File: config.mk
export PLATFORM = sky130hd
export DESIGN_NAME = bresenham_line_stepper_core
export DESIGN_NICKNAME = d
export VERILOG_FILES = /design/src/bls_pkg.sv /design/src/bls_front.sv /design/src/bls_queue.sv /design/src/bls_back.sv /design/src/bresenham_line_stepper_core.sv
export SDC_FILE = /design/constraint.sdc
export NUM_CORES = 1
export LEC_CHECK = 0
export BUFFER_PORTS_ARGS = -buffer_cell sky130_fd_sc_hd__buf_4
export CAP_MARGIN = 0
export CORE_ASPECT_RATIO = 2
export CORE_MARGIN = 5
export CORE_UTILIZATION = 55
export CTS_CLUSTER_DIAMETER = 80
export DETAILED_ROUTE_END_ITERATION = 10
export PLACE_DENSITY_LB_ADDON = 0.3
export REMOVE_ABC_BUFFERS = 1
export SLEW_MARGIN = 20
export SYNTH_ARGS = -nofsm -noshare
export SYNTH_HDL_FRONTEND = slang
export SYNTH_SLANG_ARGS = --single-unit
export TNS_END_PERCENT = 5
File: constraint.sdc
create_clock -name i_clk -period 12.35 [get_ports i_clk]
set_input_delay 0 -clock i_clk [delete_from_list [all_inputs] [get_ports i_clk]]
set_output_delay 0 -clock i_clk [all_outputs]
set_load 0.1 [all_outputs]
File: src/bls_pkg.sv
package bls_pkg;

    // Default coordinate width; the top level exposes it as COORD_BITS.
    localparam int COORD_BITS_DEF = 12;

    // Entries in the queue between the classifier and the stepper.
    localparam int QUEUE_DEPTH = 2;

    // Input word opcodes.
    localparam logic MODE_START = 1'b0;
    localparam logic MODE_STEP  = 1'b1;

    // Control bits that travel with every queued word.
    typedef struct packed {
        logic mode;      // MODE_START or MODE_STEP
        logic x_down;    // x decreases along the line
        logic y_down;    // y decreases along the line
        logic last;      // start word whose endpoints coincide
    } t_ctl;

    localparam int CTL_BITS = $bits(t_ctl);

endpackage

File: src/bls_front.sv
module bls_front #(
    parameter int COORD_BITS = bls_pkg::COORD_BITS_DEF,
    parameter int ENTRY_BITS = bls_pkg::CTL_BITS + 7 * COORD_BITS + 2
) (
    input  logic                  i_mode,
    input  logic [COORD_BITS-1:0] i_start_x,
    input  logic [COORD_BITS-1:0] i_start_y,
    input  logic [COORD_BITS-1:0] i_finish_x,
    input  logic [COORD_BITS-1:0] i_finish_y,
    output logic [ENTRY_BITS-1:0] o_entry
);
    import bls_pkg::*;

    localparam int EW = COORD_BITS + 2;

    t_ctl                  ctl;
    logic [COORD_BITS-1:0] dx;
    logic [COORD_BITS-1:0] dy;
    logic [EW-1:0]         err;

    // Classify the word and precompute the line setup for start words.
    always_comb begin
        dx           = (i_start_x < i_finish_x) ? (i_finish_x - i_start_x)
                                                : (i_start_x - i_finish_x);
        dy           = (i_start_y < i_finish_y) ? (i_finish_y - i_start_y)
                                                : (i_start_y - i_finish_y);
        err          = {2'b00, dx} - {2'b00, dy};
        ctl.mode     = i_mode;
        ctl.x_down   = !(i_start_x < i_finish_x);
        ctl.y_down   = !(i_start_y < i_finish_y);
        ctl.last     = (i_start_x == i_finish_x) && (i_start_y == i_finish_y);
        o_entry      = {ctl, i_start_x, i_start_y, i_finish_x, i_finish_y, dx, dy, err};
    end

endmodule

File: src/bls_queue.sv
module bls_queue #(
    parameter int WIDTH = 8,
    parameter int DEPTH = bls_pkg::QUEUE_DEPTH
) (
    input  logic             i_clk,
    input  logic             i_rst_n,
    input  logic             i_push,
    input  logic [WIDTH-1:0] i_wdata,
    output logic             o_full,
    output logic             o_valid,
    output logic [WIDTH-1:0] o_rdata,
    input  logic             i_pop
);
    localparam int PW = (DEPTH > 1) ? $clog2(DEPTH) : 1;
    localparam int CW = $clog2(DEPTH + 1);

    logic [WIDTH-1:0] r_mem [DEPTH];
    logic [PW-1:0]    r_wr_ptr, n_wr_ptr;
    logic [PW-1:0]    r_rd_ptr, n_rd_ptr;
    logic [CW-1:0]    r_count,  n_count;

    assign o_full  = (r_count == CW'(DEPTH));
    assign o_valid = (r_count != '0);
    assign o_rdata = r_mem[r_rd_ptr];

    always_comb begin
        n_wr_ptr = r_wr_ptr;
        n_rd_ptr = r_rd_ptr;
        n_count  = r_count;
        if (i_push) begin
            n_wr_ptr = (r_wr_ptr == PW'(DEPTH - 1)) ? '0 : r_wr_ptr + 1'b1;
        end
        if (i_pop) begin
            n_rd_ptr = (r_rd_ptr == PW'(DEPTH - 1)) ? '0 : r_rd_ptr + 1'b1;
        end
        if (i_push && !i_pop) begin
            n_count = r_count + 1'b1;
        end else if (!i_push && i_pop) begin
            n_count = r_count - 1'b1;
        end
    end

    always_ff @(posedge i_clk) begin
        if (!i_rst_n) begin
            r_wr_ptr <= '0;
            r_rd_ptr <= '0;
            r_count  <= '0;
        end else begin
            r_wr_ptr <= n_wr_ptr;
            r_rd_ptr <= n_rd_ptr;
            r_count  <= n_count;
        end
    end

    always_ff @(posedge i_clk) begin
        if (i_push) begin
            r_mem[r_wr_ptr] <= i_wdata;
        end
    end

endmodule

File: src/bls_back.sv
module bls_back #(
    parameter int COORD_BITS = bls_pkg::COORD_BITS_DEF,
    parameter int ENTRY_BITS = bls_pkg::CTL_BITS + 7 * COORD_BITS + 2
) (
    input  logic                  i_clk,
    input  logic                  i_rst_n,
    input  logic                  i_q_valid,
    input  logic [ENTRY_BITS-1:0] i_q_entry,
    output logic                  o_q_pop,
    output logic                  o_valid,
    input  logic                  i_stall,
    output logic                  o_pixel_valid,
    output logic [COORD_BITS-1:0] o_pixel_x,
    output logic [COORD_BITS-1:0] o_pixel_y,
    output logic                  o_pixel_last
);
    import bls_pkg::*;

    localparam int EW = COORD_BITS + 2;

    // Unpacked queue head.
    t_ctl                  q_ctl;
    logic [COORD_BITS-1:0] q_sx, q_sy, q_fx, q_fy, q_dx, q_dy;
    logic [EW-1:0]         q_err;

    // Line state.
    logic [COORD_BITS-1:0] r_cur_x, n_cur_x;
    logic [COORD_BITS-1:0] r_cur_y, n_cur_y;
    logic [COORD_BITS-1:0] r_tgt_x, n_tgt_x;
    logic [COORD_BITS-1:0] r_tgt_y, n_tgt_y;
    logic [COORD_BITS-1:0] r_dx, n_dx;
    logic [COORD_BITS-1:0] r_dy, n_dy;
    logic                  r_x_down, n_x_down;
    logic                  r_y_down, n_y_down;
    logic [EW-1:0]         r_err, n_err;
    logic                  r_busy, n_busy;

    // Output register.
    logic                  r_out_valid;
    logic                  r_pix_valid, n_pix_valid;
    logic [COORD_BITS-1:0] r_pix_x, n_pix_x;
    logic [COORD_BITS-1:0] r_pix_y, n_pix_y;
    logic                  r_pix_last, n_pix_last;

    // Step arithmetic.
    logic signed [EW:0]    e2, dx_s, dy_s, err_s, err_sum;
    logic                  move_x, move_y;
    logic [COORD_BITS-1:0] step_x, step_y;

    assign {q_ctl, q_sx, q_sy, q_fx, q_fy, q_dx, q_dy, q_err} = i_q_entry;

    // Take the head whenever the output register is free or draining.
    assign o_q_pop = i_q_valid && (!r_out_valid || !i_stall);

    always_comb begin
        e2      = signed'({r_err, 1'b0});
        dx_s    = signed'({3'b000, r_dx});
        dy_s    = signed'({3'b000, r_dy});
        err_s   = signed'({r_err[EW-1], r_err});
        move_x  = e2 > -dy_s;
        move_y  = e2 < dx_s;
        err_sum = err_s - (move_x ? dy_s : '0) + (move_y ? dx_s : '0);
        step_x  = r_cur_x;
        step_y  = r_cur_y;
        if (move_x) begin
            step_x = r_x_down ? r_cur_x - 1'b1 : r_cur_x + 1'b1;
        end
        if (move_y) begin
            step_y = r_y_down ? r_cur_y - 1'b1 : r_cur_y + 1'b1;
        end
    end

    always_comb begin
        n_cur_x     = r_cur_x;
        n_cur_y     = r_cur_y;
        n_tgt_x     = r_tgt_x;
        n_tgt_y     = r_tgt_y;
        n_dx        = r_dx;
        n_dy        = r_dy;
        n_x_down    = r_x_down;
        n_y_down    = r_y_down;
        n_err       = r_err;
        n_busy      = r_busy;
        n_pix_valid = 1'b0;
        n_pix_x     = '0;
        n_pix_y     = '0;
        n_pix_last  = 1'b0;
        unique case (q_ctl.mode)
            MODE_START: begin
                n_cur_x     = q_sx;
                n_cur_y     = q_sy;
                n_tgt_x     = q_fx;
                n_tgt_y     = q_fy;
                n_dx        = q_dx;
                n_dy        = q_dy;
                n_x_down    = q_ctl.x_down;
                n_y_down    = q_ctl.y_down;
                n_err       = q_err;
                n_busy      = !q_ctl.last;
                n_pix_valid = 1'b1;
                n_pix_x     = q_sx;
                n_pix_y     = q_sy;
                n_pix_last  = q_ctl.last;
            end
            MODE_STEP: begin
                if (r_busy) begin
                    n_cur_x     = step_x;
                    n_cur_y     = step_y;
                    n_err       = err_sum[EW-1:0];
                    n_pix_valid = 1'b1;
                    n_pix_x     = step_x;
                    n_pix_y     = step_y;
                    n_pix_last  = (step_x == r_tgt_x) && (step_y == r_tgt_y);
                    n_busy      = !n_pix_last;
                end
            end
            default: begin
            end
        endcase
    end

    always_ff @(posedge i_clk) begin
        if (!i_rst_n) begin
            r_busy      <= 1'b0;
            r_out_valid <= 1'b0;
        end else begin
            if (o_q_pop) begin
                r_busy      <= n_busy;
                r_out_valid <= 1'b1;
            end else if (!i_stall) begin
                r_out_valid <= 1'b0;
            end
        end
    end

    always_ff @(posedge i_clk) begin
        if (o_q_pop) begin
            r_cur_x     <= n_cur_x;
            r_cur_y     <= n_cur_y;
            r_tgt_x     <= n_tgt_x;
            r_tgt_y     <= n_tgt_y;
            r_dx        <= n_dx;
            r_dy        <= n_dy;
            r_x_down    <= n_x_down;
            r_y_down    <= n_y_down;
            r_err       <= n_err;
            r_pix_valid <= n_pix_valid;
            r_pix_x     <= n_pix_x;
            r_pix_y     <= n_pix_y;
            r_pix_last  <= n_pix_last;
        end
    end

    assign o_valid       = r_out_valid;
    assign o_pixel_valid = r_pix_valid;
    assign o_pixel_x     = r_pix_x;
    assign o_pixel_y     = r_pix_y;
    assign o_pixel_last  = r_pix_last;

endmodule

File: src/bresenham_line_stepper_core.sv
// Path: an accepted word is written into the queue, and the stepper then registers
//   its result word in its output register.
// Throughput: one word per cycle unless the result side stalls (combinational step).
// Reset: synchronous, active low; empties the queue, drops the output word
//   and leaves the stepper idle.
module bresenham_line_stepper_core #(
    parameter int COORD_BITS = bls_pkg::COORD_BITS_DEF
) (
    input  logic                  i_clk,
    input  logic                  i_rst_n,
    // input channel
    input  logic                  i_valid,
    output logic                  o_stall,
    input  logic                  i_mode,
    input  logic [COORD_BITS-1:0] i_start_x,
    input  logic [COORD_BITS-1:0] i_start_y,
    input  logic [COORD_BITS-1:0] i_finish_x,
    input  logic [COORD_BITS-1:0] i_finish_y,
    // result channel
    output logic                  o_valid,
    input  logic                  i_stall,
    output logic                  o_pixel_valid,
    output logic [COORD_BITS-1:0] o_pixel_x,
    output logic [COORD_BITS-1:0] o_pixel_y,
    output logic                  o_pixel_last
);
    import bls_pkg::*;

    // Queue word: control bits, both endpoints, |dx|, |dy| and the initial error.
    localparam int ENTRY_BITS = CTL_BITS + 7 * COORD_BITS + 2;

    logic [ENTRY_BITS-1:0] front_entry;
    logic [ENTRY_BITS-1:0] q_entry;
    logic                  q_full;
    logic                  q_valid;
    logic                  q_pop;
    logic                  push;

    // Accept a word whenever the queue has room; the stepper drains it
    // every cycle that its output register can move, so the queue only
    // fills when the result side stalls.
    assign o_stall = q_full;
    assign push    = i_valid && !q_full;

    // Front: classify the word and compute the line setup.
    bls_front #(
        .COORD_BITS (COORD_BITS),
        .ENTRY_BITS (ENTRY_BITS)
    ) u_front (
        .i_mode     (i_mode),
        .i_start_x  (i_start_x),
        .i_start_y  (i_start_y),
        .i_finish_x (i_finish_x),
        .i_finish_y (i_finish_y),
        .o_entry    (front_entry)
    );

    // Short queue decoupling the input side from the stepper.
    bls_queue #(
        .WIDTH (ENTRY_BITS),
        .DEPTH (QUEUE_DEPTH)
    ) u_queue (
        .i_clk   (i_clk),
        .i_rst_n (i_rst_n),
        .i_push  (push),
        .i_wdata (front_entry),
        .o_full  (q_full),
        .o_valid (q_valid),
        .o_rdata (q_entry),
        .i_pop   (q_pop)
    );

    // Back: hold the line state, advance one pixel per step word while a line is
    // in progress and register the result word.
    bls_back #(
        .COORD_BITS (COORD_BITS),
        .ENTRY_BITS (ENTRY_BITS)
    ) u_back (
        .i_clk         (i_clk),
        .i_rst_n       (i_rst_n),
        .i_q_valid     (q_valid),
        .i_q_entry     (q_entry),
        .o_q_pop       (q_pop),
        .o_valid       (o_valid),
        .i_stall       (i_stall),
        .o_pixel_valid (o_pixel_valid),
        .o_pixel_x     (o_pixel_x),
        .o_pixel_y     (o_pixel_y),
        .o_pixel_last  (o_pixel_last)
    );

endmodule

==> metrics.txt <==
run status completed; final hold viol count 0; CTS Buffer Depth 3; Avg Vias per Cell 5.910; row count 90; vias in the first global route 12089; GR Util All Layers 24.12%; RSZ-0062 raised after global routing no; cell family with most CP delay compound AO/OA/AOI/OAI gates; most frequent cells in the layout edfxtp_1, inv_1, ha_1, buf_4, nor2_1; first-pass GRT wire length 63690 um; worst skew pair latency 0.53 ns; Synth area leaders edfxtp_1, ha_1, mux2_2; Crit. End Element register; Clock Skew 0.01053 ns; CP arrival 6.90 ns; power per cell area 288.3 mW/mm^2; CP bufs+invs 2; Critical Path Stages 26; Post-Syn Area 0.01678 mm^2; crit path kind reg -> reg; crit path max-delay cell type or4_1; EDFF count, synth 292; post-CTS setup buffers 0; Final #Nets 1726; Initial Util 55.59%; crit path max fanout 34; Critical Path RT 12.62 ns; Die ar. 0.03431 mm^2; Yosys reg bits 299; most common cell after layout, fill and taps aside edfxtp_1; die height 257 um; Slew HR 23.59%; grt ovf 0; fmax 150.8 MHz; # setup viols final 0; placed cells 1823; Worst Hold Class in -> reg; max incr delay on CP 0.60 ns; IO buf count 80; Post-Synthesis Cells 1399; setup TNS 0 ns; drt wl/cell 21.66 um; initial antenna violation count 0; Final Critical Period 6.631 ns; met1 GRT Util 22.85%; antenna viol nets, final 0; Pleak 7.652 nW; met2 Track Usage GR 48.08%; drt pass-1 iters 5; area grow syn2layout 14.80%; clock root cell clkbuf_16; Synth async-reset ratio 0%; Top FF cell, synth edfxtp_1; Unique masters post-synth 71; worst vdd ir 0.2784 mV; TritonCTS clock tree done; Worst R2R Path Depth 26; RePlAce Congestion 0.9614; met3 Use GR 1.759%; largest net degree at the start of global routing 75; fraction of layout cells with a size suffix above 1 13.92%; Post-Route WL 41590 um; hold depth 2; Worst Tran Pin Value 1.146 ns; post-synth top area share 52.26%; IO Pins 81; DRC 0; Synth Area per Inst 11.99 um^2; initial DRC count 701; Max Cap Viol 0; Die Wd 133.5 um; YS warnings 0; gr busiest metal met2; Clock Sink Count 299; most used cell along the critical path o21ai_0; Slew Viols, Final 0; fin crit share 53.69%; Antenna diodes 0; post-synthesis sequential area ratio 53.10%; largest area contributor in the netlist edfxtp_1; htree depth 1; Via Count 11347; number of buffers created by CTS 25; CORE AREA 0.03018 mm^2; startpoint types register; final cell count without fillers 1920; Clock transition at path regs 0.07 ns; HPWL Detailed 29870 um
cells by family (layout without fill, tap and decap cells):
group / after synthesis / in the layout / share of synthesized area [%]
compound gates: 274 / 274 / 10.66
xor+xnor: 98 / 98 / 5.161
fa+ha+maj: 139 / 139 / 11.22
buf+inv: 183 / 336 / 4.132
flops: 299 / 299 / 53.10
mux: 98 / 98 / 6.302
simple gates: 308 / 308 / 9.434
timing repair:
| action | in CTS | in global routing |
|---|---|---|
| hold endpoints to repair | 105 | 0 |
| hold buffers | 52 | 0 |
| resized for setup | 0 | 0 |
final timing paths:
kind	from	endpoint	slack, ns
max reg2reg	u_back.r_dy[4]$_DFFE_PP_	u_back.r_err[10]$_DFFE_PP_	5.72
min reg2reg	u_back.o_valid$_SDFFE_PN0P_	u_back.o_valid$_SDFFE_PN0P_	0.50
max	u_back.r_dy[4]$_DFFE_PP_	u_back.r_err[10]$_DFFE_PP_	5.72
min	i_mode	u_queue.r_mem[1][89]$_DFFE_PP_	0.20
state kept, by name (all words and copies together) (netlist names), named ones only:
name and flops:
u_back.r_busy 1, u_back.r_x_down 1, u_back.o_valid 1, u_back.r_cur_x 12, u_back.r_dy 12, u_queue.r_rd_ptr 1, u_queue.r_mem 178, u_back.r_tgt_y 12
u_back.o_pixel_last 1, u_back.r_cur_y 12, u_back.o_pixel_x 12, u_back.o_pixel_y 12, u_back.r_y_down 1, u_back.r_err 14, u_queue.r_count 2, u_back.r_dx 12
u_back.o_pixel_valid 1, u_queue.r_wr_ptr 1, u_back.r_tgt_x 12
cell usage after synthesis, types with 3 or more instances:
cell type,n
a211oi_1,27
a21boi_0,10
a21o_1,25
a21oi_1,68
a221oi_1,3
a31o_2,3
a31oi_1,12
and2_1,32
and3_1,10
buf_1,8
buf_2,5
clkbuf_1,24
dfxtp_1,7
edfxtp_1,292
fa_1,19
ha_1,120
inv_1,146
mux2_2,61
mux2i_1,37
nand2_1,56
nand2b_1,14
nand3_1,22
nand4_1,8
nor2_1,73
nor2b_1,44
nor3_1,19
nor4_1,5
o211ai_1,5
o21a_1,10
o21ai_0,59
o21ai_1,4
o21bai_1,8
o22ai_1,5
o31ai_1,6
o41ai_1,3
or3_1,10
or4_1,3
xnor2_1,50
xor2_1,47
through the flow:
stage          hold slack, ns  area (um^2)  utilization (%)  power, W  setup slack, ns
2_1_floorplan         0.09887        16630                -  0.003852            5.438
3_3_place_gp           0.1854        17850            59.16  0.004577            5.822
3_5_place_dp           0.1874        17850            59.16  0.004661            5.692
4_1_cts                0.1797        19260            63.82  0.005553            5.659
5_1_grt                0.1970        19260            63.82  0.005887            4.952
6_report               0.2043        19260            63.82  0.005553            5.719
report_power, final:
group | switching, W | internal (W) | total (W)
clock network | 0.000365 | 0.000499 | 0.000864
registers | 0.000189 | 0.00156 | 0.00175
logic | 0.00188 | 0.00106 | 0.00294
routing by layer:
| metal | vias up | routed length, um |
|---|---|---|
| met1 | 5502 | 13190 |
| met4 | 0 | 3086 |
| met3 | 148 | 1513 |
| met2 | 367 | 23790 |
| met5 | - | 0 |
| li1 | 5330 | - |
cell type report:
type / count / area (um^2)
Fill cell: 2283 / 10920
Sequential cell: 299 / 8912
Multi-Input combinational cell: 917 / 7236
Timing Repair Buffer: 145 / 1219
Clock buffer: 27 / 633.1
Inverter: 146 / 548.0
Tap cell: 368 / 460.4
Clock inverter: 18 / 251.5
Power figures use the tool's default switching activity.
